**src/rtl/core/sstf_disk_request_scheduler_macros.svh**
```systemverilog
// Assertion helpers for the seek scheduler.
// Checks compile out when SYNTHESIS is defined.
`ifndef SSTF_DISK_REQUEST_SCHEDULER_MACROS_SVH
`define SSTF_DISK_REQUEST_SCHEDULER_MACROS_SVH

`ifndef SYNTHESIS
`define SSTF_ASSERT_IMP(lbl, clk, rst_n, ante, cons) \
    lbl: assert property (@(posedge clk) disable iff (!(rst_n)) (ante) |-> (cons)) \
        else $error("sstf: same-cycle check failed");
`define SSTF_ASSERT_NXT(lbl, clk, rst_n, ante, cons) \
    lbl: assert property (@(posedge clk) disable iff (!(rst_n)) (ante) |=> (cons)) \
        else $error("sstf: next-cycle check failed");
`else
`define SSTF_ASSERT_IMP(lbl, clk, rst_n, ante, cons)
`define SSTF_ASSERT_NXT(lbl, clk, rst_n, ante, cons)
`endif

`endif

```
**src/rtl/core/sstf_pkg.sv**
```systemverilog
`default_nettype none

package sstf_pkg;

    // fixed field widths
    localparam int REQ_W = 16;
    localparam int SUM_W = 22;

    localparam logic [SUM_W-1:0] SUM_MAX = {SUM_W{1'b1}};

endpackage

`default_nettype wire

```
**src/rtl/core/sstf_req_if.sv**
```systemverilog
`default_nettype none

interface sstf_req_if import sstf_pkg::*; ();
    logic             valid;
    logic             ready;
    logic [REQ_W-1:0] request_cylinder;
    logic             batch_end;

    modport source (output valid, output request_cylinder, output batch_end, input ready);
    modport sink   (input valid, input request_cylinder, input batch_end, output ready);
endinterface

`default_nettype wire

```
**src/rtl/core/sstf_res_if.sv**
```systemverilog
`default_nettype none

interface sstf_res_if import sstf_pkg::*; ();
    logic             valid;
    logic             ready;
    logic [REQ_W-1:0] served_cylinder;
    logic [REQ_W-1:0] seek_distance;
    logic [SUM_W-1:0] total_seek;
    logic             run_last;
    logic             overflowed;

    modport source (output valid, output served_cylinder, output seek_distance,
                    output total_seek, output run_last, output overflowed, input ready);
    modport sink   (input valid, input served_cylinder, input seek_distance,
                    input total_seek, input run_last, input overflowed, output ready);
endinterface

`default_nettype wire

```
**src/rtl/core/sstf_disk_request_scheduler.sv**
```systemverilog
// Shortest-seek-first disk request scheduler.
// i_req (valid/ready): one cylinder request per word. While idle the block takes
//   one word per cycle into a request store of MAX_REQUESTS entries. Words past
//   capacity are dropped and every result of that batch shows overflowed.
// The word with batch_end set is stored like the others and starts the drain;
//   i_req.ready stays low until the drain is over.
// i_cfg_wr_en/i_cfg_wr_data: start head cylinder, sampled when a drain starts.
// o_res (valid/ready): one word per served request, nearest unserved request
//   first, earliest loaded wins a tie; run_last marks the final one.
// Picks: each pick walks the store through its single read port, one entry a
//   cycle, then commits the best entry from the S_FINISH state.
// The result sits in an output register; a stalled receiver holds the drain in
//   its commit step until the word is taken. The last word may still wait
//   there while the next batch loads.
// Reset (synchronous, active low) empties the batch, clears the output valid
//   and sets the start head to 0. The store itself is not cleared: only entries
//   loaded in the current batch are ever read.
`default_nettype none
`include "sstf_disk_request_scheduler_macros.svh"

module sstf_disk_request_scheduler
    import sstf_pkg::*;
#(
    parameter int MAX_REQUESTS  = 32,
    parameter int CYLINDER_BITS = 16
) (
    input  wire                i_clk,
    input  wire                i_rst_n,
    input  wire                i_cfg_wr_en,
    input  wire  [REQ_W-1:0]   i_cfg_wr_data,
    sstf_req_if.sink           i_req,
    sstf_res_if.source         o_res
);

    // stored cylinder width: requests are cut to CYLINDER_BITS and to the field
    localparam int CW   = (CYLINDER_BITS < REQ_W) ? CYLINDER_BITS : REQ_W;
    localparam int CNTW = $clog2(MAX_REQUESTS + 1);
    localparam int IW   = (MAX_REQUESTS > 1) ? $clog2(MAX_REQUESTS) : 1;

    localparam logic [1:0] S_IDLE   = 2'd0;
    localparam logic [1:0] S_SCAN   = 2'd1;
    localparam logic [1:0] S_FINISH = 2'd2;

    logic [1:0]              r_state;
    logic [REQ_W-1:0]        r_start_head;
    logic [CW-1:0]           r_mem [MAX_REQUESTS];
    logic [CNTW-1:0]         r_count;
    logic                    r_drop;
    logic [MAX_REQUESTS-1:0] r_served;
    logic [CW-1:0]           r_head;
    logic [SUM_W-1:0]        r_sum;
    logic [IW-1:0]           r_pick;

    // scan pipeline: read issue, then compare against the running best
    logic [IW-1:0]           r_rd_idx;
    logic                    r_rd_go;
    logic [CW-1:0]           r_rd_data;
    logic                    r_cmp_vld;
    logic                    r_cmp_last;
    logic [IW-1:0]           r_cmp_idx;
    logic                    r_have_best;
    logic [IW-1:0]           r_best_idx;
    logic [CW-1:0]           r_best_cyl;
    logic [CW-1:0]           r_best_d;

    // output register
    logic                    r_out_vld;
    logic [REQ_W-1:0]        r_out_cyl;
    logic [REQ_W-1:0]        r_out_dist;
    logic [SUM_W-1:0]        r_out_sum;
    logic                    r_out_last;
    logic                    r_out_ovf;

    logic                    w_in_fire;
    logic                    w_room;
    logic                    w_wr;
    logic                    w_rd_last;
    logic [CW-1:0]           w_diff;
    logic                    w_take;
    logic                    w_out_free;
    logic                    w_commit;
    logic                    w_pick_last;
    logic [SUM_W:0]          w_sum_wide;
    logic [SUM_W-1:0]        w_sum_next;

    assign i_req.ready = (r_state == S_IDLE);
    assign w_in_fire   = i_req.valid && i_req.ready;
    assign w_room      = (r_count < CNTW'(MAX_REQUESTS));
    assign w_wr        = w_in_fire && w_room;

    assign w_rd_last   = ((CNTW'(r_rd_idx) + 1'b1) == r_count);

    // shared distance / compare unit
    assign w_diff = (r_rd_data >= r_head) ? (r_rd_data - r_head) : (r_head - r_rd_data);
    assign w_take = r_cmp_vld && !r_served[r_cmp_idx]
                    && (!r_have_best || (w_diff < r_best_d));

    assign w_out_free  = !r_out_vld || o_res.ready;
    assign w_commit    = (r_state == S_FINISH) && w_out_free;
    assign w_pick_last = ((CNTW'(r_pick) + 1'b1) == r_count);

    // saturating running sum
    assign w_sum_wide = {1'b0, r_sum} + (SUM_W+1)'(r_best_d);
    assign w_sum_next = w_sum_wide[SUM_W] ? SUM_MAX : w_sum_wide[SUM_W-1:0];

    // request store: one write port, one registered read port
    always_ff @(posedge i_clk) begin
        if (w_wr) begin
            r_mem[r_count[IW-1:0]] <= i_req.request_cylinder[CW-1:0];
        end
        r_rd_data <= r_mem[r_rd_idx];
    end

    always_ff @(posedge i_clk) begin
        if (!i_rst_n) begin
            r_state      <= S_IDLE;
            r_start_head <= '0;
            r_count      <= '0;
            r_drop       <= 1'b0;
            r_served     <= '0;
            r_head       <= '0;
            r_sum        <= '0;
            r_pick       <= '0;
            r_rd_idx     <= '0;
            r_rd_go      <= 1'b0;
            r_cmp_vld    <= 1'b0;
            r_cmp_last   <= 1'b0;
            r_cmp_idx    <= '0;
            r_have_best  <= 1'b0;
            r_best_idx   <= '0;
            r_best_cyl   <= '0;
            r_best_d     <= '0;
            r_out_vld    <= 1'b0;
        end else begin
            if (i_cfg_wr_en) begin
                r_start_head <= i_cfg_wr_data;
            end

            if (r_out_vld && o_res.ready) begin
                r_out_vld <= 1'b0;
            end

            case (r_state)
                S_IDLE: begin
                    if (w_in_fire) begin
                        if (w_room) begin
                            r_count <= r_count + 1'b1;
                        end else begin
                            r_drop <= 1'b1;
                        end
                        if (i_req.batch_end) begin
                            r_head      <= r_start_head[CW-1:0];
                            r_sum       <= '0;
                            r_pick      <= '0;
                            r_rd_idx    <= '0;
                            r_rd_go     <= 1'b1;
                            r_have_best <= 1'b0;
                            r_state     <= S_SCAN;
                        end
                    end
                end

                S_SCAN: begin
                    if (r_rd_go) begin
                        r_cmp_vld  <= 1'b1;
                        r_cmp_idx  <= r_rd_idx;
                        r_cmp_last <= w_rd_last;
                        r_rd_idx   <= r_rd_idx + 1'b1;
                        if (w_rd_last) begin
                            r_rd_go <= 1'b0;
                        end
                    end else begin
                        r_cmp_vld <= 1'b0;
                    end
                    // strict less-than keeps the earliest entry on a tie
                    if (w_take) begin
                        r_have_best <= 1'b1;
                        r_best_idx  <= r_cmp_idx;
                        r_best_cyl  <= r_rd_data;
                        r_best_d    <= w_diff;
                    end
                    if (r_cmp_vld && r_cmp_last) begin
                        r_cmp_vld <= 1'b0;
                        r_state   <= S_FINISH;
                    end
                end

                S_FINISH: begin
                    if (w_commit) begin
                        r_out_vld <= 1'b1;
                        r_head    <= r_best_cyl;
                        if (w_pick_last) begin
                            r_served <= '0;
                            r_count  <= '0;
                            r_drop   <= 1'b0;
                            r_sum    <= '0;
                            r_pick   <= '0;
                            r_state  <= S_IDLE;
                        end else begin
                            r_served[r_best_idx] <= 1'b1;
                            r_sum       <= w_sum_next;
                            r_pick      <= r_pick + 1'b1;
                            r_rd_idx    <= '0;
                            r_rd_go     <= 1'b1;
                            r_have_best <= 1'b0;
                            r_state     <= S_SCAN;
                        end
                    end
                end

                default: begin
                    r_state <= S_IDLE;
                end
            endcase
        end
    end

    // result payload, loaded on commit
    always_ff @(posedge i_clk) begin
        if (w_commit) begin
            r_out_cyl  <= REQ_W'(r_best_cyl);
            r_out_dist <= REQ_W'(r_best_d);
            r_out_sum  <= w_sum_next;
            r_out_last <= w_pick_last;
            r_out_ovf  <= r_drop;
        end
    end

    assign o_res.valid           = r_out_vld;
    assign o_res.served_cylinder = r_out_cyl;
    assign o_res.seek_distance   = r_out_dist;
    assign o_res.total_seek      = r_out_sum;
    assign o_res.run_last        = r_out_last;
    assign o_res.overflowed      = r_out_ovf;

    // fill level never passes capacity
    `SSTF_ASSERT_IMP(a_count_cap, i_clk, i_rst_n, 1'b1, r_count <= CNTW'(MAX_REQUESTS))
    // a commit always has a winner that was not yet served
    `SSTF_ASSERT_IMP(a_commit_fresh, i_clk, i_rst_n, w_commit,
                     r_have_best && !r_served[r_best_idx])
    // commit never overwrites a word the receiver has not taken
    `SSTF_ASSERT_IMP(a_out_free, i_clk, i_rst_n, w_commit, !r_out_vld || o_res.ready)
    // final pick empties the batch and reopens the input
    `SSTF_ASSERT_NXT(a_drain_done, i_clk, i_rst_n, w_commit && w_pick_last,
                     (r_state == S_IDLE) && (r_count == '0) && !r_drop
                     && (r_served == '0) && o_res.valid && o_res.run_last)

endmodule

`default_nettype wire
```
**src/flat_wrapper.sv**
```systemverilog
// flat-port wrapper written by rule: the top's interface ports become plain ports
module sstf_disk_request_scheduler_flat import sstf_pkg::*;
#(
    parameter int MAX_REQUESTS  = 32,
    parameter int CYLINDER_BITS = 16
)
  (i_clk, i_rst_n, i_cfg_wr_en, i_cfg_wr_data, i_req_valid, i_req_request_cylinder, i_req_batch_end, i_req_ready, o_res_valid, o_res_served_cylinder, o_res_seek_distance, o_res_total_seek, o_res_run_last, o_res_overflowed, o_res_ready);
  sstf_req_if i_req_i ();
  sstf_res_if o_res_i ();
  input  wire i_clk;
  input  wire i_rst_n;
  input  wire i_cfg_wr_en;
  input  wire  [REQ_W-1:0] i_cfg_wr_data;
  input wire logic [$bits(i_req_i.valid)-1:0] i_req_valid;
  input wire logic [$bits(i_req_i.request_cylinder)-1:0] i_req_request_cylinder;
  input wire logic [$bits(i_req_i.batch_end)-1:0] i_req_batch_end;
  output wire logic [$bits(i_req_i.ready)-1:0] i_req_ready;
  output wire logic [$bits(o_res_i.valid)-1:0] o_res_valid;
  output wire logic [$bits(o_res_i.served_cylinder)-1:0] o_res_served_cylinder;
  output wire logic [$bits(o_res_i.seek_distance)-1:0] o_res_seek_distance;
  output wire logic [$bits(o_res_i.total_seek)-1:0] o_res_total_seek;
  output wire logic [$bits(o_res_i.run_last)-1:0] o_res_run_last;
  output wire logic [$bits(o_res_i.overflowed)-1:0] o_res_overflowed;
  input wire logic [$bits(o_res_i.ready)-1:0] o_res_ready;
  assign i_req_i.valid = i_req_valid;
  assign i_req_i.request_cylinder = i_req_request_cylinder;
  assign i_req_i.batch_end = i_req_batch_end;
  assign i_req_ready = i_req_i.ready;
  assign o_res_valid = o_res_i.valid;
  assign o_res_served_cylinder = o_res_i.served_cylinder;
  assign o_res_seek_distance = o_res_i.seek_distance;
  assign o_res_total_seek = o_res_i.total_seek;
  assign o_res_run_last = o_res_i.run_last;
  assign o_res_overflowed = o_res_i.overflowed;
  assign o_res_i.ready = o_res_ready;
  sstf_disk_request_scheduler #(.MAX_REQUESTS(MAX_REQUESTS), .CYLINDER_BITS(CYLINDER_BITS)) u_core (.i_clk(i_clk), .i_rst_n(i_rst_n), .i_cfg_wr_en(i_cfg_wr_en), .i_cfg_wr_data(i_cfg_wr_data), .i_req(i_req_i), .o_res(o_res_i));
endmodule
```
**config.mk**
```make
export PLATFORM = sky130hd
export DESIGN_NAME = sstf_disk_request_scheduler_flat
export DESIGN_NICKNAME = d
export VERILOG_FILES = /design/src/rtl/core/sstf_pkg.sv /design/src/rtl/core/sstf_req_if.sv /design/src/rtl/core/sstf_res_if.sv /design/src/rtl/core/sstf_disk_request_scheduler.sv /design/src/flat_wrapper.sv
export VERILOG_INCLUDE_DIRS = /design/src /design/src/rtl/core
export SDC_FILE = /design/constraint.sdc
export NUM_CORES = 1
export LEC_CHECK = 0
export BUFFER_PORTS_ARGS = -buffer_cell sky130_fd_sc_hd__buf_2
export CAP_MARGIN = 15
export CORE_MARGIN = 8
export CORE_UTILIZATION = 31
export CTS_CLUSTER_SIZE = 40
export DETAILED_ROUTE_END_ITERATION = 8
export SLEW_MARGIN = 20
export SYNTH_ARGS = -nofsm -noshare
export SYNTH_HDL_FRONTEND = slang
export SYNTH_SLANG_ARGS = --single-unit
```
**constraint.sdc**
```tcl
create_clock -name i_clk -period 13.6 [get_ports i_clk]
set_input_delay 0.68 -clock i_clk [delete_from_list [all_inputs] [get_ports i_clk]]
set_output_delay 0.68 -clock i_clk [all_outputs]
set_load 0.02 [all_outputs]
```
==> summary.md, run 1 <==
| Metric | Value |
|---|---|
| GPL Wtd Cong | between 0.8 and 0.9 |
| Reg power frac | 0.503 |
| Max Cap Viol | 0 |
| Max-slew violation count | 0 |
| Period utilization | 0.389 |
| Area of the multi-input gates | 9640 um^2 |
| Vias in the first global route | approximately 17000 |
| Final Core Density | 0.357 |
| Commonest non-fill, non-tap cell in the layout | edfxtp_1 |
| Syn Inst Count | 1963 |
| Crit Path Class | flop to flop |
| CP Launch Type | flop |
| Clk sink count | around 740 |
| Seq/Total Area, Yosys | 0.664 |
| Rows | 115 |
| Req. time, crit path | ~14 ns |
| Cell Area, Synth | roughly 30000 um^2 |
| Grt total ovfl | 0 |
| Placed cell count | around 3300 |
| Area grow syn2layout | 14.3% |
| Share of the synthesized area in the top cell type | 0.554 |
| P_int | 3.76 mW |
| Via-to-Cell Ratio | around 5.0 |
| Final setup violation count | 0 |
| DP Area | ~33000 um^2 |
| Register bit total from synthesis | ~740 |
| DRC Markers | 0 |
| Die Ht | 331 um |
| Final Hold Fails | 0 |
| Initial Util | 0.313 |
| Wire per inst | 21.8 um |
| Dpl ws | approximately 8.3 ns |
| Design area | roughly 35000 um^2 |
| Setup_tns | 0 ns |
| RSZ-0062 raised after global routing | no |
| Ports | 96 |
| Slew of the pin with the lowest slew margin | 1.17 ns |
| Total CTS buffers | 71 |
| Final min period | approximately 5.3 ns |
| Register area | around 20000 um^2 |
| Predominant post-synthesis flop cell | edfxtp_1 |
| CTS tree | done |
| Cell area power density | 139 nW/um^2 |
| DR vias | about 17000 |
| Clk_lat worst skew | between 0.6 and 0.7 ns |
| Ys async rst share | 0 |
| Slew headroom | 0.214 |
| Worst-path clk slew | about 0.060 ns |
| First-pass GRT wire length | ~110000 um |
| WHS | approximately 0.30 ns |
| Post-CTS resize count | 0 |
| Share of total power in combinational logic | 0.088 |
| Setup WS post-layout | between 8 and 9 ns |
| Gr usage total | 0.134 |
| Synth area leaders | edfxtp_1 55%, mux4_2 12%, dfxtp_1 11%, ha_1 2.8%, mux2i_1 2.4% |
| Hold Buf Count CTS | 0 |
| Yosys cell types | 71 |
| Fmax | 189 MHz |
| Layout cells sized above 1 | 0.212 |
| Clock share of power | 0.408 |
| # fillers | just over 9000 |
| Die footprint | about 110000 um^2 |
| Core area | 98400 um^2 |
| Die Width | ~330 um |
| Leading area contributor after synthesis | edfxtp_1 |
| Status | finished, final reports clean |
| Mapped Nets | 2072 |
| Final net count | between 2000 and 2500 |
| Detailed placement HPWL | approximately 45000 um |
| H-tree levels | 3 |
| Arrival time worst endpoint | 5.81 ns |
| I/O Buffers | between 90 and 100 |
| Layout Skew | between 0.03 and 0.04 ns |
| Post-synth EDFFs | 568 |
| Fin cells | 3424 |
| Syn avg cell area | 15.7 um^2 |
| Largest net degree at the start of global routing | 90 |
| Max Buffers Root-to-Sink | 3 |
| TritonRoute pass-1 iters | 5 |
| Total Wirelength | roughly 75000 um |
| Maximum fanout along the worst path | 33 |
| Critical Path End Type | flop |
| Total net switching power | roughly 1.1 mW |
| Post-CTS setup buffers | 0 |
| Switch share | 0.232 |
| Yosys warnings | 0 |
| Leakage power | between 10 and 15 nW |
| Most frequent cells in the layout | 568 x edfxtp_1, 182 x nor2_1, 165 x mux4_2, 164 x dfxtp_1, 101 x a21oi_1 |
| Worst min-delay path class | primary input to flop |
| Number of nets with antenna violations after routing | 0 |
| Worst VDD drop | roughly 97 uV |
| R2R setup slack | between 8 and 9 ns |
| Root buffer cell | clkbuf_16 |
| Power, Total | about 4.9 mW |
| Initial antenna violation count | 10 |
| Initial DRC count | between 1000 and 1500 |
[path summary, 6_finish.rpt]
check | from | endpoint | depth (start not counted)
setup / recovery | u_core.r_rd_data[0] | u_core.r_best_d[8] | 21
hold reg to reg | u_core.r_rd_idx[2] | u_core.r_cmp_idx[2] | 2
setup reg to reg | u_core.r_rd_data[0] | u_core.r_best_d[8] | 21
hold / removal | i_cfg_wr_data[8] | u_core.r_start_head[8] | 3
[state kept, by name, summed over array words and instances (netlist names), 2 cells and up]
| register | flops |
|---|---|
| u_core.o_res.seek_distance | 16 |
| u_core.o_res.served_cylinder | 16 |
| u_core.o_res.total_seek | 22 |
| u_core.r_best_cyl | 16 |
| u_core.r_best_d | 16 |
| u_core.r_best_idx | 5 |
| u_core.r_cmp_idx | 5 |
| u_core.r_count | 6 |
| u_core.r_head | 16 |
| u_core.r_mem | 512 |
| u_core.r_pick | 5 |
| u_core.r_rd_data | 16 |
| u_core.r_rd_idx | 5 |
| u_core.r_served | 32 |
| u_core.r_start_head | 16 |
| u_core.r_state | 2 |
| u_core.r_sum | 22 |
[critical path, stage by stage (launching register included)]
cell	delay, ns
dfxtp_1	0.33
inv_1	0.06
ha_1	0.17
inv_1	0.07
fa_1	0.44
a21oi_1	0.27
a211oi_2	0.14
nor3b_1	0.39
o31ai_2	0.16
buf_4	0.24
o41a_1	0.43
xnor2_1	0.23
inv_1	0.07
ha_1	0.32
a21o_1	0.17
a21o_1	0.17
a21oi_1	0.14
nor2_1	0.08
nor4b_4	0.26
buf_4	0.46
or4b_1	0.48
o311ai_1	0.09
[cells by family (layout without fill, tap and decap cells)]
logic type | Yosys count | count (layout) | synth area share
AOI/OAI and AO/OA | 274 | 274 | 0.0584
buffers and inverters | 175 | 344 | 0.0231
DFF | 736 | 736 | 0.664
and+or+nand+nor | 407 | 407 | 0.0610
other | 0 | 5 | 0
xor gates and xnor gates | 40 | 40 | 0.0114
adders and majority gates | 71 | 71 | 0.0296
muxes | 260 | 260 | 0.153
[power groups by stage]
stage / Combinational [mW] / Sequential [mW] / Clock, mW
6_report: 0.432 / 2.47 / 2.00
5_1_grt: 0.482 / 2.47 / 2.13
4_1_cts: 0.437 / 2.47 / 2.05
3_5_place_dp: 0.434 / 2.51 / 0
3_3_place_gp: 0.430 / 2.51 / 0
2_1_floorplan: 0.309 / 2.50 / 0
[area by class of cell]
class / instances / share of cell area
Clock buffer: 84 / 0.0531
Multi-Input combinational cell: 1052 / 0.274
Antenna cell: 5 / 0.000356
Clock inverter: 44 / 0.0137
Inverter: 73 / 0.00779
Timing Repair Buffer: 143 / 0.0238
Sequential cell: 736 / 0.581
Tap cell: 1287 / 0.0458
[synth_stat cells, drive strengths merged (4+ instances only)]
cell / n
and3: 8
inv: 73
buf: 39
o21ai: 38
nor2: 183
ha: 68
nand3b: 8
nor3: 18
nand4: 10
mux4: 165
mux2: 22
a31oi: 14
xor2: 17
clkbuf: 63
nor3b: 6
nand3: 31
o221ai: 5
edfxtp: 568
a22o: 12
a21oi: 101
dfxtp: 168
mux2i: 73
a21o: 15
o21bai: 4
o211ai: 6
and2: 5
xnor2: 23
or2: 8
or4b: 5
o311ai: 4
nand2: 85
nor2b: 11
o21a: 5
a41oi: 4
or3: 7
a211oi: 31
nand2b: 14
[per-layer routing]
metal | vias to the layer above | part of all wire | global-route usage
li1 | 7824 | - | -
met1 | 8821 | 0.44 | 0.181
met2 | 464 | 0.48 | 0.223
met3 | 109 | 0.060 | 0.0264
met4 | 2 | 0.020 | 0.0342
met5 | - | 0.00017 | 0
(Power assumes the default switching activity.)
==> run 2: changes to the inputs <==
--- a/config.mk
+++ b/config.mk
@@ -6,6 +6,7 @@
 export SDC_FILE = /design/constraint.sdc
 export NUM_CORES = 1
 export LEC_CHECK = 0
+export ABC_AREA = 1
 export BUFFER_PORTS_ARGS = -buffer_cell sky130_fd_sc_hd__buf_2
 export CAP_MARGIN = 15
 export CORE_MARGIN = 8
==> constraint.sdc (replaced) <==
create_clock -name i_clk -period 4.75 [get_ports i_clk]
set_input_delay 0.2375 -clock i_clk [delete_from_list [all_inputs] [get_ports i_clk]]
set_output_delay 0.2375 -clock i_clk [all_outputs]
set_load 0.02 [all_outputs]
==> summary.md, run 2 <==
| Metric | Value |
|---|---|
| Req. time, crit path | 5.27 ns (-8.85 ns) |
| CP top delay family | simple AND/OR/NAND/NOR gates |
| Reg2Reg Depth | 25 (+19%) |
| Status | finished, final reports clean |
| Initial Util | 0.313 (+0.000719) |
| Total CTS buffers | 74 (+4.2%) |
| Vias in the first global route | 21800 (+25%) |
| Total Wirelength | 88100 um (+18%) |
| Layout Skew | 0.0209 ns (-0.0106 ns) |
| Detailed placement HPWL | 54900 um (+21%) |
| Area grow syn2layout | 14.2% (about the same) |
| Switch share | 0.263 (+0.0302) |
| Routed wl met3 | 5920 um (+33%) |
| CP peak stage delay | 0.49 ns (about the same) |
| Area of the multi-input gates | 9970 um^2 (+3.4%) |
| Mapped Nets | 3208 (+55%) |
| Share of total power in combinational logic | 0.123 (+0.035) |
| Yosys cell types | 44 (-38%) |
| Gr usage total | 0.150 (+0.0161) |
| Min-Delay Path Depth | 4 (+1) |
| Via-to-Cell Ratio | 4.97 (-1.1%) |
| Root buffer cell | clkbuf_16 |
| Final min period | 3.89 ns (-1.40 ns) |
| WHS Endpoint | u_core.o_res.valid |
| WHS | 0.0677 ns (-0.235 ns) |
| Final Hold Fails | 0 (unchanged) |
| R2R setup slack | 0.86 ns (-7.45 ns) |
| Most common cell in the netlist | edfxtp_1 |
| TritonRoute pass-1 iters | 6 (+1) |
| Leading area contributor after synthesis | edfxtp_1 |
| Rows | 117 (+1.7%) |
| Maximum fanout along the worst path | 74 (+120%) |
| Critical Path End Type | flop |
| Yosys warnings | 0 (unchanged) |
| Die Ht | 337 um (+1.8%) |
| Setup_tns | 0 ns (unchanged) |
| Worst VDD drop | 255 uV (+160%) |
| WP buf/inv | 5 (unchanged) |
| Register area | 20400 um^2 (about the same) |
| Crit Path Class | flop to flop |
| Most frequent cells in the layout | 568 x edfxtp_1, 527 x nor2_1, 478 x nand2_1, 354 x o21ai_0, 186 x inv_1 |
| CTS tree | done |
| Min-Delay Startpoint | o_res_ready |
| RSZ-0062 raised after global routing | no |
| P_int | 10.8 mW (+190%) |
| Die footprint | 113000 um^2 (+3.6%) |
| Syn Inst Count | 3099 (+58%) |
| Initial DRC count | 1928 (+42%) |
| Clk_lat worst skew | 0.63 ns (about the same) |
| Number of flip-flops in the largest register | 512 (unchanged) |
| Wire per inst | 19.1 um (-12%) |
| GPL Wtd Cong | 0.911 (+11%) |
| Commonest non-fill, non-tap cell in the layout | edfxtp_1 |
| Largest net degree at the start of global routing | 80 (-11%) |
| Arrival time worst endpoint | 4.40 ns (-1.41 ns) |
| Post-CTS resize count | 0 (unchanged) |
| Slew headroom | 0.261 (+0.0476) |
| FF-to-FF End | u_core.r_best_cyl[0] |
| Final setup violation count | 0 (unchanged) |
| Top Metal Used | met4 |
| Most instantiated cells after synthesis | 568 x edfxtp_1, 528 x nor2_1, 478 x nand2_1 |
| CP Launch Type | flop |
| Period utilization | 0.818 (+0.429) |
| # fillers | 10200 (+10%) |
| Met1 WL | 40500 um (+24%) |
| Ports | 96 (unchanged) |
| Layout cells sized above 1 | 0.0909 (-0.121) |
| Most used cell along the critical path | nand2_1 |
| Max Cap Viol | 0 (unchanged) |
| Core area | 102000 um^2 (+3.5%) |
| Die Width | 337 um (+1.8%) |
| Synth area leaders | edfxtp_1 53%, dfxtp_1 11%, nor2_1 6.2%, nand2_1 5.6%, o21ai_0 5.6% |
| Total net switching power | 3.85 mW (+240%) |
| Share of the synthesized area in the top cell type | 0.534 (-0.0201) |
| Clock share of power | 0.391 (-0.017) |
| Reg2reg start | u_core.r_rd_data[0] |
| Max Buffers Root-to-Sink | 3 (unchanged) |
| Max-slew violation count | 0 (unchanged) |
| Ys async rst share | 0 (unchanged) |
| Cell area power density | 403 nW/um^2 (+190%) |
| I/O Buffers | 95 (unchanged) |
| Met2 wire len | 39800 um (+10%) |
| Worst min-delay path class | primary input to flop |
| Leakage power | 13.2 nW (+14%) |
| Slew of the pin with the lowest slew margin | 1.10 ns (-0.0692 ns) |
| First-pass GRT wire length | 133000 um (+20%) |
| Register bit total from synthesis | 736 (unchanged) |
| DRC Markers | 0 (unchanged) |
| Grt total ovfl | 0 (unchanged) |
| Syn avg cell area | 10.3 um^2 (-34%) |
| Clk sink count | 736 (unchanged) |
| Post-synth EDFFs | 568 (unchanged) |
| Seq/Total Area, Yosys | 0.640 (-0.0241) |
| Final net count | 3300 (+51%) |
| Predominant post-synthesis flop cell | edfxtp_1 |
| Cell Area, Synth | 31900 um^2 (+3.8%) |
| Worst-path clk slew | 0.06 ns (about the same) |
| DR vias | 23000 (+33%) |
| H-tree levels | 3 (unchanged) |
| Reg power frac | 0.486 (-0.017) |
| Fmax | 257 MHz (+36%) |
| Slowest stage cell on the critical path | fa_1 |
| Number of nets with antenna violations after routing | 0 (unchanged) |
| Initial antenna violation count | 5 (-5) |
-- run 2: power by group through the flow --
stage / Combinational, mW / Sequential, mW / Clock, mW
final: 1.80 / 7.14 / 5.74
after global routing: 2.02 / 7.15 / 6.10
after CTS: 1.80 / 7.14 / 5.86
after detailed placement: 1.78 / 7.28 / 0
after global placement: 1.78 / 7.27 / 0
after floorplan: 1.20 / 7.25 / 0
-- run 2: stage by stage --
| stage | util | area [um^2] | instances | power, mW | setup slack (ns) |
|---|---|---|---|---|---|
| 2_1_floorplan | - | 31900 | 3099 | 8.45 | 0.527 |
| 3_3_place_gp | 0.333 | 34000 | 4467 | 9.05 | 1.02 |
| 3_5_place_dp | 0.333 | 34000 | 4467 | 9.05 | 0.926 |
| 4_1_cts | 0.358 | 36500 | 4615 | 14.8 | 0.871 |
| 5_1_grt | 0.358 | 36500 | 4615 | 15.3 | 0.399 |
| 6_report | 0.358 | 36500 | 4618 | 14.7 | 0.865 |
-- run 2: area by class of cell --
cell class,instances,area share
Tap cell,1368,0.0469
Clock inverter,41,0.0110
Sequential cell,736,0.560
Clock buffer,91,0.0531
Antenna cell,3,0.000206
Multi-Input combinational cell,1992,0.273
Timing Repair Buffer,180,0.0334
Inverter,207,0.0216
-- run 2: worst reg2reg max path: stages, from the launching register on --
cell	delay, ns
dfxtp_1	0.33
inv_1	0.06
ha_1	0.17
inv_1	0.08
fa_1	0.49
nand2_1	0.10
nand2_1	0.10
nand2_1	0.11
nand3_1	0.08
nand2_1	0.08
nand2_2	0.18
inv_2	0.26
nand2_1	0.08
nand2_1	0.07
inv_1	0.05
ha_1	0.29
nand2_1	0.07
nor4_1	0.29
nand2_1	0.09
nand2_1	0.07
nand2_1	0.05
nand4_1	0.13
buf_12	0.29
nand2_1	0.15
nand2_1	0.08
nor2_1	0.05
-- run 2: cells by family (layout without fill, tap and decap cells) --
family,after synthesis,after routing,synth area share
compound gates,704,704,0.126
buf+inv,371,519,0.0482
other cells,0,3,0
fa+ha+maj,71,71,0.0285
flops,736,736,0.640
simple gates,1183,1183,0.149
xor+xnor,34,34,0.00933
-- run 2: worst max-delay path by stage --
stage / endpoint / slack (ns) / cells past startpoint / startpoint
6_report: u_core.r_best_cyl[0] / 0.86 / 25 / u_core.r_rd_data[0]
5_1_grt: u_core.r_best_cyl[6] / 0.40 / 25 / u_core.r_rd_data[0]
4_1_cts: u_core.r_best_cyl[9] / 0.87 / 25 / u_core.r_rd_data[0]
3_5_place_dp: u_core.r_best_cyl[9] / 0.93 / 25 / u_core.r_rd_data[0]
3_3_place_gp: u_core.r_best_cyl[13] / 1.02 / 25 / u_core.r_rd_data[0]
2_1_floorplan: u_core.r_served[0] / 0.53 / 8 / u_core.r_state[1]
-- run 2: what timing repair did --
action,in CTS,in global routing
hold endpoints to repair,16,0
buffers inserted,0,0
hold buffers,16,0
-- run 2: routing by layer --
| metal | vias up | global-route usage |
|---|---|---|
| li1 | 11000 | - |
| met1 | 11100 | 0.214 |
| met3 | 120 | 0.0234 |
| met5 | - | 0 |
| met4 | 0 | 0.0392 |
| met2 | 725 | 0.239 |
==> run 3: changes to the inputs <==
--- a/config.mk
+++ b/config.mk
@@ -6,7 +6,7 @@
 export SDC_FILE = /design/constraint.sdc
 export NUM_CORES = 1
 export LEC_CHECK = 0
-export ABC_AREA = 1
+export ABC_AREA = 0
 export BUFFER_PORTS_ARGS = -buffer_cell sky130_fd_sc_hd__buf_2
 export CAP_MARGIN = 15
 export CORE_MARGIN = 8
==> constraint.sdc (replaced) <==
create_clock -name i_clk -period 3.25 [get_ports i_clk]
set_input_delay 0.1625 -clock i_clk [delete_from_list [all_inputs] [get_ports i_clk]]
set_output_delay 0.1625 -clock i_clk [all_outputs]
set_load 0.02 [all_outputs]
==> summary.md, run 3 (same netlist as run 1, synthesis figures left out) <==
| Metric | Value |
|---|---|
| Layout Skew | 0.0272 ns (+0.00629 ns) |
| I/O Buffers | 95 (unchanged) |
| Failing checks | setup timing |
| Most frequent cells in the layout | 568 x edfxtp_1, 198 x buf_4, 180 x nor2_1, 165 x mux4_2, 158 x dfxtp_1 |
| Dpl ws | -1.15 ns (-2.08 ns) |
| Area grow syn2layout | 20.9% |
| TritonRoute pass-1 iters | 5 (-1) |
| Clk sink count | 736 (unchanged) |
| Total CTS buffers | 73 (-1.4%) |
| Grt total ovfl | 0 (unchanged) |
| DRC Markers | 0 (unchanged) |
| Leakage power | 12.6 nW (-4.6%) |
| Clk_lat worst skew | 0.63 ns (about the same) |
| Detailed placement HPWL | 48500 um (-12%) |
| WHS | 0.0381 ns (-0.0297 ns) |
| DR vias | 18100 (-21%) |
| Die Width | 331 um (-1.7%) |
| Req. time, crit path | 3.79 ns (-1.48 ns) |
| Slew of the pin with the lowest slew margin | 0.953 ns (-0.148 ns) |
| Status | finished with violations |
| DP Area | 34100 um^2 (+0.31%) |
| Slew headroom | 0.360 (+0.0984) |
| Design area | 37200 um^2 (+2.0%) |
| Commonest non-fill, non-tap cell in the layout | edfxtp_1 |
| Final net count | 2374 (-28%) |
| Wire per inst | 21.2 um (+11%) |
| Period utilization | 1.38 (+0.558) |
| Max-slew violation count | 0 (unchanged) |
| Gr usage total | 0.138 (-0.0125) |
| Number of flip-flops in the largest register | 512 (unchanged) |
| Worst min-delay path class | primary input to flop |
| Worst VDD drop | 345 uV (+36%) |
| Critical Path End Type | flop |
| Layout cells sized above 1 | 0.292 (+0.201) |
| H-tree levels | 3 (unchanged) |
| Max Buffers Root-to-Sink | 3 (unchanged) |
| Arrival time worst endpoint | 5.01 ns (+0.61 ns) |
| Rows | 115 (-1.7%) |
| Ports | 96 (unchanged) |
| Maximum fanout along the worst path | 6 (-92%) |
| Initial DRC count | 1403 (-27%) |
| Die Ht | 331 um (-1.7%) |
| Number of nets with antenna violations after routing | 0 (unchanged) |
| Final setup violation count | 37 (+37) |
| Final Hold Fails | 0 (unchanged) |
| # fillers | 9144 (-10%) |
| Total Wirelength | 76700 um (-13%) |
| Cell area power density | 582 nW/um^2 (+45%) |
| RSZ-0062 raised after global routing | yes |
| CTS tree | done |
| Vias in the first global route | 18400 (-16%) |
| CP Launch Type | flop |
| Crit Path Class | flop to flop |
| Initial antenna violation count | 15 (+10) |
| Die footprint | 110000 um^2 (-3.5%) |
| Largest net degree at the start of global routing | 59 (-26%) |
| Final min period | 4.47 ns (+0.586 ns) |
| First-pass GRT wire length | 115000 um (-14%) |
| Setup WS post-layout | -1.22 ns (-2.09 ns) |
| GPL Wtd Cong | 0.824 (-9.5%) |
| Worst-path clk slew | 0.06 ns (about the same) |
| Initial Util | 0.313 (-0.000719) |
| Core area | 98400 um^2 (-3.4%) |
| Final Core Density | 0.378 (+0.0199) |
| Root buffer cell | clkbuf_16 |
| Fmax | 224 MHz (-13%) |
| Via-to-Cell Ratio | 5.00 (+0.55%) |
| Max Cap Viol | 0 (unchanged) |
[run 3: cell types whose count changed in the layout (fill, tap and decap cells not counted), moves of 117 or more]
cell and change:
buf_4 +134, nand2_1 -395, o21ai_0 -322, inv_1 -117, nor2_1 -347, mux4_2 +165
[run 3: worst max-delay path, cell delays in order (launching register included)]
cell	delay [ns]
dfxtp_2	0.34
inv_2	0.05
ha_4	0.15
inv_2	0.05
fa_2	0.22
a21oi_4	0.08
a211oi_4	0.25
nor3b_2	0.09
buf_4	0.15
o31ai_4	0.34
buf_6	0.20
mux2i_4	0.24
a22oi_2	0.10
o211a_1	0.24
xnor2_1	0.25
ha_1	0.29
nand3_2	0.10
buf_4	0.11
buf_4	0.09
nor2_2	0.04
nor4b_4	0.25
buf_6	0.18
or4b_4	0.47
o311ai_2	0.09
[run 3: worst paths after layout]
kind                             start                               to  slack, ns  cells past startpoint
max                u_core.r_rd_data[0]              u_core.r_best_d[15]      -1.22                     23
min          i_req_request_cylinder[7]              u_core.r_mem[15][7]       0.04                      1
max reg2reg        u_core.r_rd_data[0]              u_core.r_best_d[15]      -1.22                     23
min reg2reg       u_core.r_best_cyl[4]  u_core.o_res.served_cylinder[4]       0.46                      0
[run 3: layout make-up]
| cell class | instances | area, um^2 | area share |
|---|---|---|---|
| Antenna cell | 3 | 7.51 | 0.000202 |
| Clock buffer | 94 | 1940 | 0.0521 |
| Clock inverter | 38 | 484 | 0.0130 |
| Inverter | 73 | 274 | 0.00737 |
| Multi-Input combinational cell | 1052 | 10000 | 0.269 |
| Sequential cell | 736 | 20400 | 0.550 |
| Tap cell | 1287 | 1610 | 0.0433 |
| Timing Repair Buffer | 329 | 2420 | 0.0651 |
[run 3: routing by layer]
metal | vias to the layer above | global-route usage | part of all wire
li1 | 8203 | - | -
met1 | 9215 | 0.185 | 0.43
met2 | 528 | 0.231 | 0.49
met3 | 102 | 0.0265 | 0.060
met4 | 10 | 0.0315 | 0.017
met5 | - | 0 | 0.00089
[run 3: stage by stage]
step                instances  setup TNS [ns]  total power [mW]
detailed placement       3437          -39.59              12.9
floorplan                1963          -27.28              11.8
global placement         3437          -37.12              12.9
finish                   3612          -41.23              21.6
CTS                      3604          -39.02              21.7
global route             3609          -49.85              22.5
[run 3: report_power, final]
group	internal (mW)	switching [mW]
logic	1.39	1.44
registers	10.2	0.0788
clock network	4.90	3.61
[run 3: timing repair]
item | 4_1_cts | 5_1_grt
endpoints found under the setup margin | 37 | 63
hold buffers | 18 | 0
pin swaps | 21 | 18
cloned | 2 | 0
setup buffers | 15 | 6
endpoints found under the hold margin | 24 | 0
gates resized for setup | 31 | 35
